File: src/hw/rtl/wbmp_stream_decoder_assert.svh
// Assertion macros for the WBMP stream decoder.
// Included by the RTL files that carry concurrent assertions; no other dependencies.
`ifndef WBMP_STREAM_DECODER_ASSERT_SVH
`define WBMP_STREAM_DECODER_ASSERT_SVH

// Same-cycle implication, checked outside reset.
`define WBMP_ASSERT_SAME(label, clock, reset, cond, expect_now) \
  label: assert property (@(posedge clock) disable iff (reset) (cond) |-> (expect_now)) \
    else $error("wbmp decoder: same-cycle check failed");

// Next-cycle implication, checked outside reset.
`define WBMP_ASSERT_NEXT(label, clock, reset, cond, expect_next) \
  label: assert property (@(posedge clock) disable iff (reset) (cond) |=> (expect_next)) \
    else $error("wbmp decoder: next-cycle check failed");

`endif

File: src/hw/rtl/wbmp_pkg.sv
// Shared types and constants of the WBMP stream decoder.
// Used by the channel interfaces and the decoder; depends on nothing.
package wbmp_pkg;

  localparam int unsigned MAX_DIM_DEFAULT = 4096;

  localparam int unsigned BYTE_W   = 8;
  localparam int unsigned KIND_W   = 2;
  localparam int unsigned DIM_O_W  = 13;
  localparam int unsigned ROW_O_W  = 12;
  localparam int unsigned COL_O_W  = 9;

  // Continuation integers carry seven payload bits per byte; bit 7 means more follow.
  localparam int unsigned        DIGIT_W      = 7;
  localparam int unsigned        CONT_BIT     = 7;
  localparam logic [BYTE_W-1:0]  PAYLOAD_MASK = 8'h7F;

  localparam logic [KIND_W-1:0] KIND_HEADER = 2'd0;
  localparam logic [KIND_W-1:0] KIND_PIXEL  = 2'd1;
  localparam logic [KIND_W-1:0] KIND_ERROR  = 2'd2;

  typedef enum logic [2:0] {
    PH_IDLE   = 3'd0,
    PH_TYPE   = 3'd1,
    PH_FIXHDR = 3'd2,
    PH_WIDTH  = 3'd3,
    PH_HEIGHT = 3'd4,
    PH_PIXELS = 3'd5
  } phase_t;

endpackage

File: src/hw/rtl/wbmp_byte_if.sv
// Input channel of the WBMP stream decoder: one file byte per request.
// Depends on wbmp_pkg.
interface wbmp_byte_if;
  import wbmp_pkg::*;

  logic              valid;
  logic              ready;
  logic [BYTE_W-1:0] in_byte;
  logic              image_start;

  modport source(output valid, in_byte, image_start, input ready);
  modport sink(input valid, in_byte, image_start, output ready);
endinterface

File: src/hw/rtl/wbmp_result_if.sv
// Result channel of the WBMP stream decoder: header, pixel byte or error.
// Depends on wbmp_pkg.
interface wbmp_result_if;
  import wbmp_pkg::*;

  logic               valid;
  logic               ready;
  logic [KIND_W-1:0]  result_kind;
  logic [DIM_O_W-1:0] image_width;
  logic [DIM_O_W-1:0] image_height;
  logic [BYTE_W-1:0]  pixel_byte;
  logic [ROW_O_W-1:0] row_index;
  logic [COL_O_W-1:0] byte_column;
  logic               last_in_row;
  logic               last_in_image;

  modport source(output valid, result_kind, image_width, image_height, pixel_byte,
                 row_index, byte_column, last_in_row, last_in_image, input ready);
  modport sink(input valid, result_kind, image_width, image_height, pixel_byte,
               row_index, byte_column, last_in_row, last_in_image, output ready);
endinterface

File: src/hw/rtl/wbmp_stream_decoder.sv
// WBMP type 0 stream decoder: header parse, dimension check and pixel byte tagging.
// Depends on wbmp_pkg, wbmp_byte_if, wbmp_result_if and wbmp_stream_decoder_assert.svh.
//
//   channel   dir   payload                                      requests
//   stream    in    in_byte, image_start                         one per file byte
//   result    out   kind, width, height, pixel, row, col, marks  zero or one per byte
//
// Each byte is decoded in the cycle it is accepted; its result is written to the output
// register at the end of that cycle; a new byte can be accepted every cycle the output is free.
// The byte path is one pass of phase logic plus the 7-bit shift and MAX_DIM compare.
// Reset (rst, synchronous) returns the parser to idle and empties the output register.
// A stalled result blocks input only while it is not being taken in the same cycle.
module wbmp_stream_decoder #(
  parameter int unsigned MAX_DIM = wbmp_pkg::MAX_DIM_DEFAULT
) (
  input logic          clk,
  input logic          rst,
  wbmp_byte_if.sink    stream,
  wbmp_result_if.source result
);
  import wbmp_pkg::*;

  `include "wbmp_stream_decoder_assert.svh"

  localparam int unsigned DIM_W = $clog2(MAX_DIM + 1);
  localparam int unsigned ACC_W = DIM_W + DIGIT_W;
  localparam logic [ACC_W-1:0] MAX_ACC = ACC_W'(MAX_DIM);

  // Parser state.
  phase_t           phase, phase_next;
  logic [DIM_W-1:0] acc, acc_next;
  logic             ovf, ovf_next;
  logic [DIM_W-1:0] width_reg, width_reg_next;
  logic [DIM_W-1:0] height_reg, height_reg_next;
  logic [DIM_W-1:0] row_cnt, row_cnt_next;
  logic [DIM_W-1:0] col_cnt, col_cnt_next;

  // Output register.
  logic               res_valid;
  logic [KIND_W-1:0]  res_kind, res_kind_next;
  logic [DIM_O_W-1:0] res_width, res_width_next;
  logic [DIM_O_W-1:0] res_height, res_height_next;
  logic [BYTE_W-1:0]  res_pixel, res_pixel_next;
  logic [ROW_O_W-1:0] res_row, res_row_next;
  logic [COL_O_W-1:0] res_col, res_col_next;
  logic               res_lr, res_lr_next;
  logic               res_li, res_li_next;
  logic               emit;

  logic             fire;
  logic             out_free;
  logic [BYTE_W-1:0] b;
  phase_t           ph_eff;
  logic [DIM_W-1:0] acc_eff, row_eff, col_eff;
  logic             ovf_eff;
  logic [ACC_W-1:0] dim_next;
  logic             dim_over, dim_end;
  logic [DIM_W-1:0] acc_take;
  logic             ovf_take;
  logic [DIM_W:0]   bpr, col_inc, row_inc;
  logic             lr, li;

  assign out_free     = !res_valid || result.ready;
  assign stream.ready = out_free;
  assign fire         = stream.valid && out_free;
  assign b            = stream.in_byte;

  // A start mark restarts parsing with the current byte.
  assign ph_eff  = stream.image_start ? PH_TYPE : phase;
  assign acc_eff = stream.image_start ? '0 : acc;
  assign ovf_eff = stream.image_start ? 1'b0 : ovf;
  assign row_eff = stream.image_start ? '0 : row_cnt;
  assign col_eff = stream.image_start ? '0 : col_cnt;

  // A digit that would push the value past MAX_DIM is dropped and flagged.
  assign dim_next = {acc_eff, {DIGIT_W{1'b0}}} | ACC_W'(b & PAYLOAD_MASK);
  assign dim_over = dim_next > MAX_ACC;
  assign acc_take = dim_over ? acc_eff : dim_next[DIM_W-1:0];
  assign ovf_take = ovf_eff | dim_over;
  assign dim_end  = !b[CONT_BIT];

  assign bpr     = ({1'b0, width_reg} + (DIM_W+1)'(7)) >> 3;
  assign col_inc = {1'b0, col_eff} + (DIM_W+1)'(1);
  assign row_inc = {1'b0, row_eff} + (DIM_W+1)'(1);
  assign lr      = col_inc >= bpr;
  assign li      = lr && (row_inc >= {1'b0, height_reg});

  always_comb begin
    phase_next      = phase;
    acc_next        = acc;
    ovf_next        = ovf;
    width_reg_next  = width_reg;
    height_reg_next = height_reg;
    row_cnt_next    = row_cnt;
    col_cnt_next    = col_cnt;
    emit            = 1'b0;
    res_kind_next   = KIND_HEADER;
    res_width_next  = '0;
    res_height_next = '0;
    res_pixel_next  = '0;
    res_row_next    = '0;
    res_col_next    = '0;
    res_lr_next     = 1'b0;
    res_li_next     = 1'b0;
    if (fire) begin
      phase_next   = ph_eff;
      acc_next     = acc_eff;
      ovf_next     = ovf_eff;
      row_cnt_next = row_eff;
      col_cnt_next = col_eff;
      unique case (ph_eff)
        PH_IDLE: begin
        end
        PH_TYPE: begin
          ovf_next = ovf_eff | ((b & PAYLOAD_MASK) != '0);
          if (dim_end) begin
            if (ovf_next) begin
              emit          = 1'b1;
              res_kind_next = KIND_ERROR;
              phase_next    = PH_IDLE;
            end else begin
              phase_next = PH_FIXHDR;
            end
          end
        end
        PH_FIXHDR: begin
          if (b != '0) begin
            emit          = 1'b1;
            res_kind_next = KIND_ERROR;
            phase_next    = PH_IDLE;
          end else begin
            acc_next   = '0;
            ovf_next   = 1'b0;
            phase_next = PH_WIDTH;
          end
        end
        PH_WIDTH: begin
          acc_next = acc_take;
          ovf_next = ovf_take;
          if (dim_end) begin
            if (ovf_take || acc_take == '0) begin
              emit          = 1'b1;
              res_kind_next = KIND_ERROR;
              phase_next    = PH_IDLE;
            end else begin
              width_reg_next = acc_take;
              acc_next       = '0;
              ovf_next       = 1'b0;
              phase_next     = PH_HEIGHT;
            end
          end
        end
        PH_HEIGHT: begin
          acc_next = acc_take;
          ovf_next = ovf_take;
          if (dim_end) begin
            emit = 1'b1;
            if (ovf_take || acc_take == '0) begin
              res_kind_next = KIND_ERROR;
              phase_next    = PH_IDLE;
            end else begin
              height_reg_next = acc_take;
              acc_next        = '0;
              row_cnt_next    = '0;
              col_cnt_next    = '0;
              phase_next      = PH_PIXELS;
              res_kind_next   = KIND_HEADER;
              res_width_next  = DIM_O_W'(width_reg);
              res_height_next = DIM_O_W'(acc_take);
            end
          end
        end
        PH_PIXELS: begin
          emit           = 1'b1;
          res_kind_next  = KIND_PIXEL;
          res_pixel_next = ~b;
          res_row_next   = ROW_O_W'(row_eff);
          res_col_next   = COL_O_W'(col_eff);
          res_lr_next    = lr;
          res_li_next    = li;
          if (li) begin
            phase_next   = PH_IDLE;
            row_cnt_next = '0;
            col_cnt_next = '0;
          end else if (lr) begin
            row_cnt_next = row_inc[DIM_W-1:0];
            col_cnt_next = '0;
          end else begin
            col_cnt_next = col_inc[DIM_W-1:0];
          end
        end
        default: begin
          phase_next = PH_IDLE;
        end
      endcase
    end
  end

  always_ff @(posedge clk) begin
    if (rst) begin
      phase      <= PH_IDLE;
      acc        <= '0;
      ovf        <= 1'b0;
      width_reg  <= '0;
      height_reg <= '0;
      row_cnt    <= '0;
      col_cnt    <= '0;
      res_valid  <= 1'b0;
    end else begin
      phase      <= phase_next;
      acc        <= acc_next;
      ovf        <= ovf_next;
      width_reg  <= width_reg_next;
      height_reg <= height_reg_next;
      row_cnt    <= row_cnt_next;
      col_cnt    <= col_cnt_next;
      if (out_free) begin
        res_valid <= fire && emit;
      end
    end
  end

  always_ff @(posedge clk) begin
    if (out_free) begin
      res_kind   <= res_kind_next;
      res_width  <= res_width_next;
      res_height <= res_height_next;
      res_pixel  <= res_pixel_next;
      res_row    <= res_row_next;
      res_col    <= res_col_next;
      res_lr     <= res_lr_next;
      res_li     <= res_li_next;
    end
  end

  assign result.valid         = res_valid;
  assign result.result_kind   = res_kind;
  assign result.image_width   = res_width;
  assign result.image_height  = res_height;
  assign result.pixel_byte    = res_pixel;
  assign result.row_index     = res_row;
  assign result.byte_column   = res_col;
  assign result.last_in_row   = res_lr;
  assign result.last_in_image = res_li;

  // The column counter never runs past the bytes of one row.
  `WBMP_ASSERT_SAME(a_col_in_row, clk, rst, phase == PH_PIXELS, {1'b0, col_cnt} < bpr)
  // A header result is only given once both dimensions are stored and nonzero.
  `WBMP_ASSERT_SAME(a_hdr_dims, clk, rst, res_valid && res_kind == KIND_HEADER,
                    width_reg != '0 && height_reg != '0)
  // A fresh start with a zero type byte moves straight to the fixed header byte.
  `WBMP_ASSERT_NEXT(a_start_type0, clk, rst,
                    fire && stream.image_start && b == '0, phase == PH_FIXHDR)
  // The last byte of an image ends the pixel phase.
  `WBMP_ASSERT_NEXT(a_last_to_idle, clk, rst,
                    fire && ph_eff == PH_PIXELS && li, phase == PH_IDLE && row_cnt == '0)

endmodule

File: src/flat_wrapper.sv
// flat-port wrapper written by rule: the top's interface ports become plain ports
module wbmp_stream_decoder_flat import wbmp_pkg::*;
#(
  parameter int unsigned MAX_DIM = wbmp_pkg::MAX_DIM_DEFAULT
)
  (clk, rst, stream_valid, stream_in_byte, stream_image_start, stream_ready, result_valid, result_result_kind, result_image_width, result_image_height, result_pixel_byte, result_row_index, result_byte_column, result_last_in_row, result_last_in_image, result_ready);
  wbmp_byte_if stream_i ();
  wbmp_result_if result_i ();
  input logic clk;
  input logic rst;
  input wire logic [$bits(stream_i.valid)-1:0] stream_valid;
  input wire logic [$bits(stream_i.in_byte)-1:0] stream_in_byte;
  input wire logic [$bits(stream_i.image_start)-1:0] stream_image_start;
  output wire logic [$bits(stream_i.ready)-1:0] stream_ready;
  output wire logic [$bits(result_i.valid)-1:0] result_valid;
  output wire logic [$bits(result_i.result_kind)-1:0] result_result_kind;
  output wire logic [$bits(result_i.image_width)-1:0] result_image_width;
  output wire logic [$bits(result_i.image_height)-1:0] result_image_height;
  output wire logic [$bits(result_i.pixel_byte)-1:0] result_pixel_byte;
  output wire logic [$bits(result_i.row_index)-1:0] result_row_index;
  output wire logic [$bits(result_i.byte_column)-1:0] result_byte_column;
  output wire logic [$bits(result_i.last_in_row)-1:0] result_last_in_row;
  output wire logic [$bits(result_i.last_in_image)-1:0] result_last_in_image;
  input wire logic [$bits(result_i.ready)-1:0] result_ready;
  assign stream_i.valid = stream_valid;
  assign stream_i.in_byte = stream_in_byte;
  assign stream_i.image_start = stream_image_start;
  assign stream_ready = stream_i.ready;
  assign result_valid = result_i.valid;
  assign result_result_kind = result_i.result_kind;
  assign result_image_width = result_i.image_width;
  assign result_image_height = result_i.image_height;
  assign result_pixel_byte = result_i.pixel_byte;
  assign result_row_index = result_i.row_index;
  assign result_byte_column = result_i.byte_column;
  assign result_last_in_row = result_i.last_in_row;
  assign result_last_in_image = result_i.last_in_image;
  assign result_i.ready = result_ready;
  wbmp_stream_decoder #(.MAX_DIM(MAX_DIM)) u_core (.clk(clk), .rst(rst), .stream(stream_i), .result(result_i));
endmodule
File: config.mk
export PLATFORM = sky130hd
export DESIGN_NAME = wbmp_stream_decoder_flat
export DESIGN_NICKNAME = d
export VERILOG_FILES = /design/src/hw/rtl/wbmp_pkg.sv /design/src/hw/rtl/wbmp_byte_if.sv /design/src/hw/rtl/wbmp_result_if.sv /design/src/hw/rtl/wbmp_stream_decoder.sv /design/src/flat_wrapper.sv
export VERILOG_INCLUDE_DIRS = /design/src /design/src/hw/rtl
export SDC_FILE = /design/constraint.sdc
export NUM_CORES = 1
export LEC_CHECK = 0
export ABC_AREA = 1
export BUFFER_PORTS_ARGS = -buffer_cell sky130_fd_sc_hd__buf_2
export CAP_MARGIN = 0
export CELL_PAD_IN_SITES_DETAIL_PLACEMENT = 1
export CELL_PAD_IN_SITES_GLOBAL_PLACEMENT = 2
export CORE_ASPECT_RATIO = 1.25
export CORE_MARGIN = 4
export CORE_UTILIZATION = 37
export CTS_BUF_LIST = sky130_fd_sc_hd__clkbuf_16
export DETAILED_ROUTE_END_ITERATION = 6
export HOLD_SLACK_MARGIN = 0.05
export PLACE_DENSITY = 0.84
export SKIP_LAST_GASP = 1
export SLEW_MARGIN = 20
export SYNTH_ARGS = -nofsm -noshare
export SYNTH_HDL_FRONTEND = slang
export SYNTH_SLANG_ARGS = --single-unit
export TNS_END_PERCENT = 100
File: constraint.sdc
create_clock -name clk -period 10.8 [get_ports clk]
set_input_delay 3.24 -clock clk [delete_from_list [all_inputs] [get_ports clk]]
set_output_delay 3.24 -clock clk [all_outputs]
set_load 0.005 [all_outputs]
[Word level (Yosys, flattened, before mapping)]
Cells that the tools add are included.
Word-level totals
  bits in registers: 129
Cells by class
  add/sub/neg operators: 3
  order comparisons: 3
  equality and inequality tests: 5
  multiplexer cells: 47
  bitwise gates (word level): 8
  reductions and logical operators: 15
Operators by type and width (count)
  two-way mux 13 bit: 15
  case mux 13 bit (2 select lines): 3
  adder 13 x 1 -> 14 bit (second input constant): 2
  two-way mux 3 bit: 7
  greater-than comparator 20 x 13 -> 1 bit (second input constant): 1
  bitwise OR 20 x 7 -> 20 bit: 1
  case mux 3 bit (6 select lines): 1
  nonzero test 8 bit: 2
  adder 13 x 3 -> 14 bit (second input constant): 1
  greater-or-equal comparator 14 x 11 -> 1 bit: 1
  greater-or-equal comparator 14 x 13 -> 1 bit: 1
  two-way mux 2 bit: 7
  logical NOT 13 bit: 1
  two-way mux 1 bit: 11
  inverter 8 bit: 1
  case mux 2 bit (4 select lines): 1
  AND reduction 4 bit: 2
  == test 3 x 2 -> 1 bit (second input constant): 2
  == test 3 bit (second input constant): 2
  case mux 1 bit (5 select lines): 1
  inverter 1 bit: 4
  case mux 1 bit (4 select lines): 1
  OR reduction 4 bit: 1
  == test 3 x 1 -> 1 bit (second input constant): 1
  7 further kinds: 11

[Longest topological paths before layout]
  depth in word-level cells: 11
  mapped depth: 30
  mapped depth without buffers: 29

[Worst setup path after synthesis]
No wires, ideal clock.
  path kind: input to output
  start point: in result_ready
  end point: out stream_ready
  arrival time: 4582 ps
  required time: 7560 ps
  path slack: 2978 ps
  stages: 2
  path buffers: 0
  cell sequence: inv_1 > nand2_1
Between the ends
  cells in the longest elaborated chain, start to end: 1
RTL lines
  start: declaration: RTL line flat_wrapper.sv:24  | input wire logic [$bits(result_i.ready)-1:0] result_ready;
  logical OR 1 bit: RTL line wbmp_stream_decoder.sv:63  | assign out_free = !res_valid || result.ready;
  end: declaration: RTL line flat_wrapper.sv:14  | output wire logic [$bits(stream_i.ready)-1:0] stream_ready;
Every way passes these cells.

[Final worst setup path]
  start point: in stream_image_start
  end point: reg u_core.row_cnt[1]
Between the ends
  elaborated cells on any way between the ends: 23
RTL lines
  start: declaration: RTL line flat_wrapper.sv:13  | input wire logic [$bits(stream_i.image_start)-1:0] stream_image_start;
  two-way mux 13 bit (*): RTL line wbmp_stream_decoder.sv:72  | assign row_eff = stream.image_start ? '0 : row_cnt;
  net u_core.row_eff[0]: RTL line wbmp_stream_decoder.sv:54  | logic [DIM_W-1:0] acc_eff, row_eff, col_eff;
  adder 13 x 1 -> 14 bit (*): RTL line wbmp_stream_decoder.sv:84  | assign row_inc = {1'b0, row_eff} + (DIM_W+1)'(1);
  greater-or-equal comparator 14 x 13 -> 1 bit: RTL line wbmp_stream_decoder.sv:86  | assign li = lr && (row_inc >= {1'b0, height_reg});
  logical AND 1 bit: RTL line wbmp_stream_decoder.sv:86
  two-way mux 13 bit (*): RTL line wbmp_stream_decoder.sv:181  | if (li) begin
  case mux 13 bit (2 select lines) (*): RTL line wbmp_stream_decoder.sv:111  | unique case (ph_eff)
  end signal: assignment: RTL line wbmp_stream_decoder.sv:215  | row_cnt <= row_cnt_next;
  end: declaration: RTL line wbmp_stream_decoder.sv:35  | logic [DIM_W-1:0] row_cnt, row_cnt_next;
Mark *: on every way through the listed nets, which the timed path passes. The rest lies on a longest branch.
A chain may end at the register's enable or synchronous reset.

==> impl_metrics.py <==
metrics = {
    "worst_setup_path": {
        "crit_required_ns": 11.18,
        "worstSetupStartpointType": "input pin",
        "worstPathCellList": "buf_2 -> nor2_1 -> ha_1 -> inv_1 -> nor2_1 -> inv_1 -> nor2_1 -> nand3_1 -> nor4_1 -> nand3_1 -> xor2_1 -> inv_1 -> ha_1 -> inv_1 -> o211ai_1 -> a21oi_1 -> nand4_1 -> nand2_1 -> inv_1 -> o21ai_0 -> o21ai_0 -> inv_1",
        "reg2reg_to": "u_core.row_cnt[1]$_SDFFE_PP0P_",
        "crit_path_max_fanout": 27,
        "crit_top_cell": "inv_1",
        "path_class": "in2reg",
        "cp_slowest_stage_delay_ns": 0.45,
        "r2r_cells": 28,
        "reg2reg_setup_slack_ns": 6.68,
        "slowest_stage": "nor2_1",
        "worstReg2RegStart": "u_core.width_reg[0]$_SDFFE_PP0P_",
        "crit_arrival_ns": 7.22,
        "crit_buf_inv": 7,
        "cp-end-kind": "register",
        "cpLargestDelayFamily": "simple AND/OR/NAND/NOR gates",
    },
    "yosys": {
        "synthMostInstantiatedCell": "nand2_1",
        "synth.yosys.seq_area_share": 0.4289,
        "synth_seq_cells": 129,
        "synth_top_cell_by_area": "edfxtp_1",
        "synth_cell_types": 39,
        "synthCells": 1016,
        "syn_area_per_cell_sq_um": 7.282,
        "ys_async_sr_fraction": 0,
        "netlist.area_leader.share": 0.2395,
        "ys.flop_type": "dfxtp_1",
        "syn_nets": 1055,
        "netlist_top_cells_area": "edfxtp_1, dfxtp_1, nand2_1",
        "ys_warn_count": 0,
        "synthesis.area_sq_mm": 0.007398,
        "ys_top_cells_by_count": "nand2_1, inv_1, nor2_1",
        "synth_edf_count": 59,
    },
    "clock_tree": {
        "cts_tree": "done",
        "cts_resized": 0,
        "post_cts_buffers": 0,
        "clock_sinks": 129,
        "cts_hold_buf": 0,
        "h-tree-depth": 4,
        "clk_pin_slew_worst_paths_ns": 0.06,
        "cts_buffers": 17,
        "cts_buffer_depth": 2,
        "clk_latency_ns": 0.44,
        "cts_root_buf": "clkbuf_16",
    },
    "power": {
        "internal_power_uw": 878.6,
        "p_leak_uw": 0.003792,
        "peakVddDrop_uv": 95.47,
        "switchingPower_uw": 350.8,
        "switching_share": 0.2853,
        "p_seq_frac": 0.432,
        "power_density_mw_per_mm2": 145.1,
        "p_clk_frac": 0.457,
        "pwr-share-comb": 0.111,
    },
    "sta": {
        "rsz0062_at_grt": "false",
        "relSlewSlack": 0.2980,
        "hold_viol": 0,
        "drv_slew": 0,
        "max_freq_mhz": 146.2,
        "setup_viol": 0,
        "min_period_ns": 6.840,
        "tns_ns": 0,
        "worst_pin_slew_ns": 1.052,
        "finClkSkew_ns": 0.01800,
        "period_share": 0.6333,
    },
    "floorplan": {
        "io_pins": 74,
        "die_w_microns": 134.5,
        "placementRows": 57,
        "coreArea_sq_mm": 0.01954,
        "die-area_sq_mm": 0.02234,
        "initial_core_util": 0.3786,
        "die_y_microns": 166.1,
    },
    "final_layout": {
        "diodes": 0,
        "nets": 1108,
        "area_delta_synth_final_pct": 14.53,
        "design_area_sq_mm": 0.008473,
        "layout-drive-gt1-share": 0.1211,
    },
    "hold_path": {
        "holdPathStages": 2,
        "hold_end": "u_core.height_reg[2]$_SDFFE_PP0P_",
        "hp-class": "reg2reg",
        "min-delay-start": "u_core.height_reg[2]$_SDFFE_PP0P_",
    },
    "placed_design": {
        "place.gp.congestion": 0.7827,
        "dp_hpwl_mm": 16.32,
        "portBuffers": 73,
        "postPlaceCellArea_sq_mm": 0.007910,
    },
    "route": {
        "postRouteAntennaNets": 0,
        "vias": 6986,
        "drc_errors": 0,
        "wl_per_cell_microns": 17.36,
        "drt-total-wl_mm": 23.39,
        "avgViaCountPerCell": 5.186,
        "drt_first_pass_iters": 4,
        "drtIter0Drc": 429,
    },
    "outcome": {
        "outcome": "finished clean",
    },
    "global_route": {
        "grt_max_degree": 62,
        "grt_pass1_wl_mm": 37.87,
        "antenna_found_initial": 0,
        "first_global_vias": 6986,
        "grt_overflow": 0,
        "grtUsageTotal": 0.2140,
    },
    "run": {
        "max_cap_viol_count": 0,
    },
}
[metal layers]
metal / track usage / vias to the layer above / routed length (microns)
met1: 0.2795 / 3406 / 10640
met4: 0.06732 / 0 / 386
li1: - / 3439 / -
met5: 0 / - / 0
met3: 0.03455 / 32 / 751
met2: 0.3619 / 109 / 11610
[placed cells by master, fill, tap and decap left out, types with 10 or more instances in the layout]
| cell | count |
|---|---|
| nor2_1 | 128 |
| o21ai_0 | 57 |
| a31oi_1 | 14 |
| buf_2 | 73 |
| nand2_1 | 216 |
| clkbuf_16 | 17 |
| nand3_1 | 68 |
| xor2_1 | 14 |
| nor3_1 | 17 |
| dfxtp_1 | 70 |
| ha_1 | 26 |
| a21oi_1 | 108 |
| edfxtp_1 | 59 |
| o211ai_1 | 10 |
| inv_1 | 139 |
[metrics by stage]
stage                     total power (uW)  instances  utilization  setup WS, ns  hold WS [ns]
after floorplan                      635.1       1016            -         2.978        0.4436
after global placement               676.1       1315       0.4048         3.513        0.4530
after detailed placement             678.3       1315       0.4048         3.469        0.4622
after CTS                             1241       1347       0.4336         3.916        0.4713
after global routing                  1286       1347       0.4336         3.430        0.4884
final                                 1229       1347       0.4336         3.960        0.4656
[worst register-to-register path: cells and delay by family, from the launching register on]
kind | cells | cell delay [ns]
compound gates | 4 | 0.51
xor+xnor | 1 | 0.20
fa+ha+maj | 1 | 0.26
buf+inv | 7 | 0.75
flops | 1 | 0.34
simple gates | 15 | 1.96
[power by group through the flow]
stage / Clock (uW) / Combinational, uW / Sequential (uW)
global placement: 0 / 135 / 541
finish: 562 / 137 / 531
detailed placement: 0 / 137 / 542
floorplan: 0 / 94.8 / 540
CTS: 572 / 138 / 531
global route: 600 / 154 / 533
[cells by family after synthesis]
kind of cell               share of synthesized area
buffers and inverters                         0.1062
xor gates and xnor gates                     0.01776
and+or+nand+nor                               0.2571
DFF                                           0.4289
adders and majority gates                    0.04397
AOI/OAI and AO/OA                             0.1461
[final cells by class]
type | count | area [sq um]
fill | 2545 | 11070
multi-input combinational | 697 | 3445
sequential | 129 | 3173
inverter | 144 | 543.0
clock buffer | 17 | 425.4
timing repair buffer | 80 | 417.9
tap | 265 | 331.6
clock inverter | 15 | 137.6
[worst max path at each step]
| stage | from | endpoint | cells past startpoint |
|---|---|---|---|
| after floorplan | result_ready | stream_ready | 2 |
| after global placement | stream_image_start | u_core.row_cnt[0]$_SDFFE_PP0P_ | 22 |
| after detailed placement | stream_image_start | u_core.row_cnt[4]$_SDFFE_PP0P_ | 22 |
| after CTS | stream_image_start | u_core.row_cnt[4]$_SDFFE_PP0P_ | 22 |
| after global routing | stream_image_start | u_core.row_cnt[4]$_SDFFE_PP0P_ | 22 |
| final | stream_image_start | u_core.row_cnt[1]$_SDFFE_PP0P_ | 22 |
Note: power is estimated with default switching activity, not from simulation.
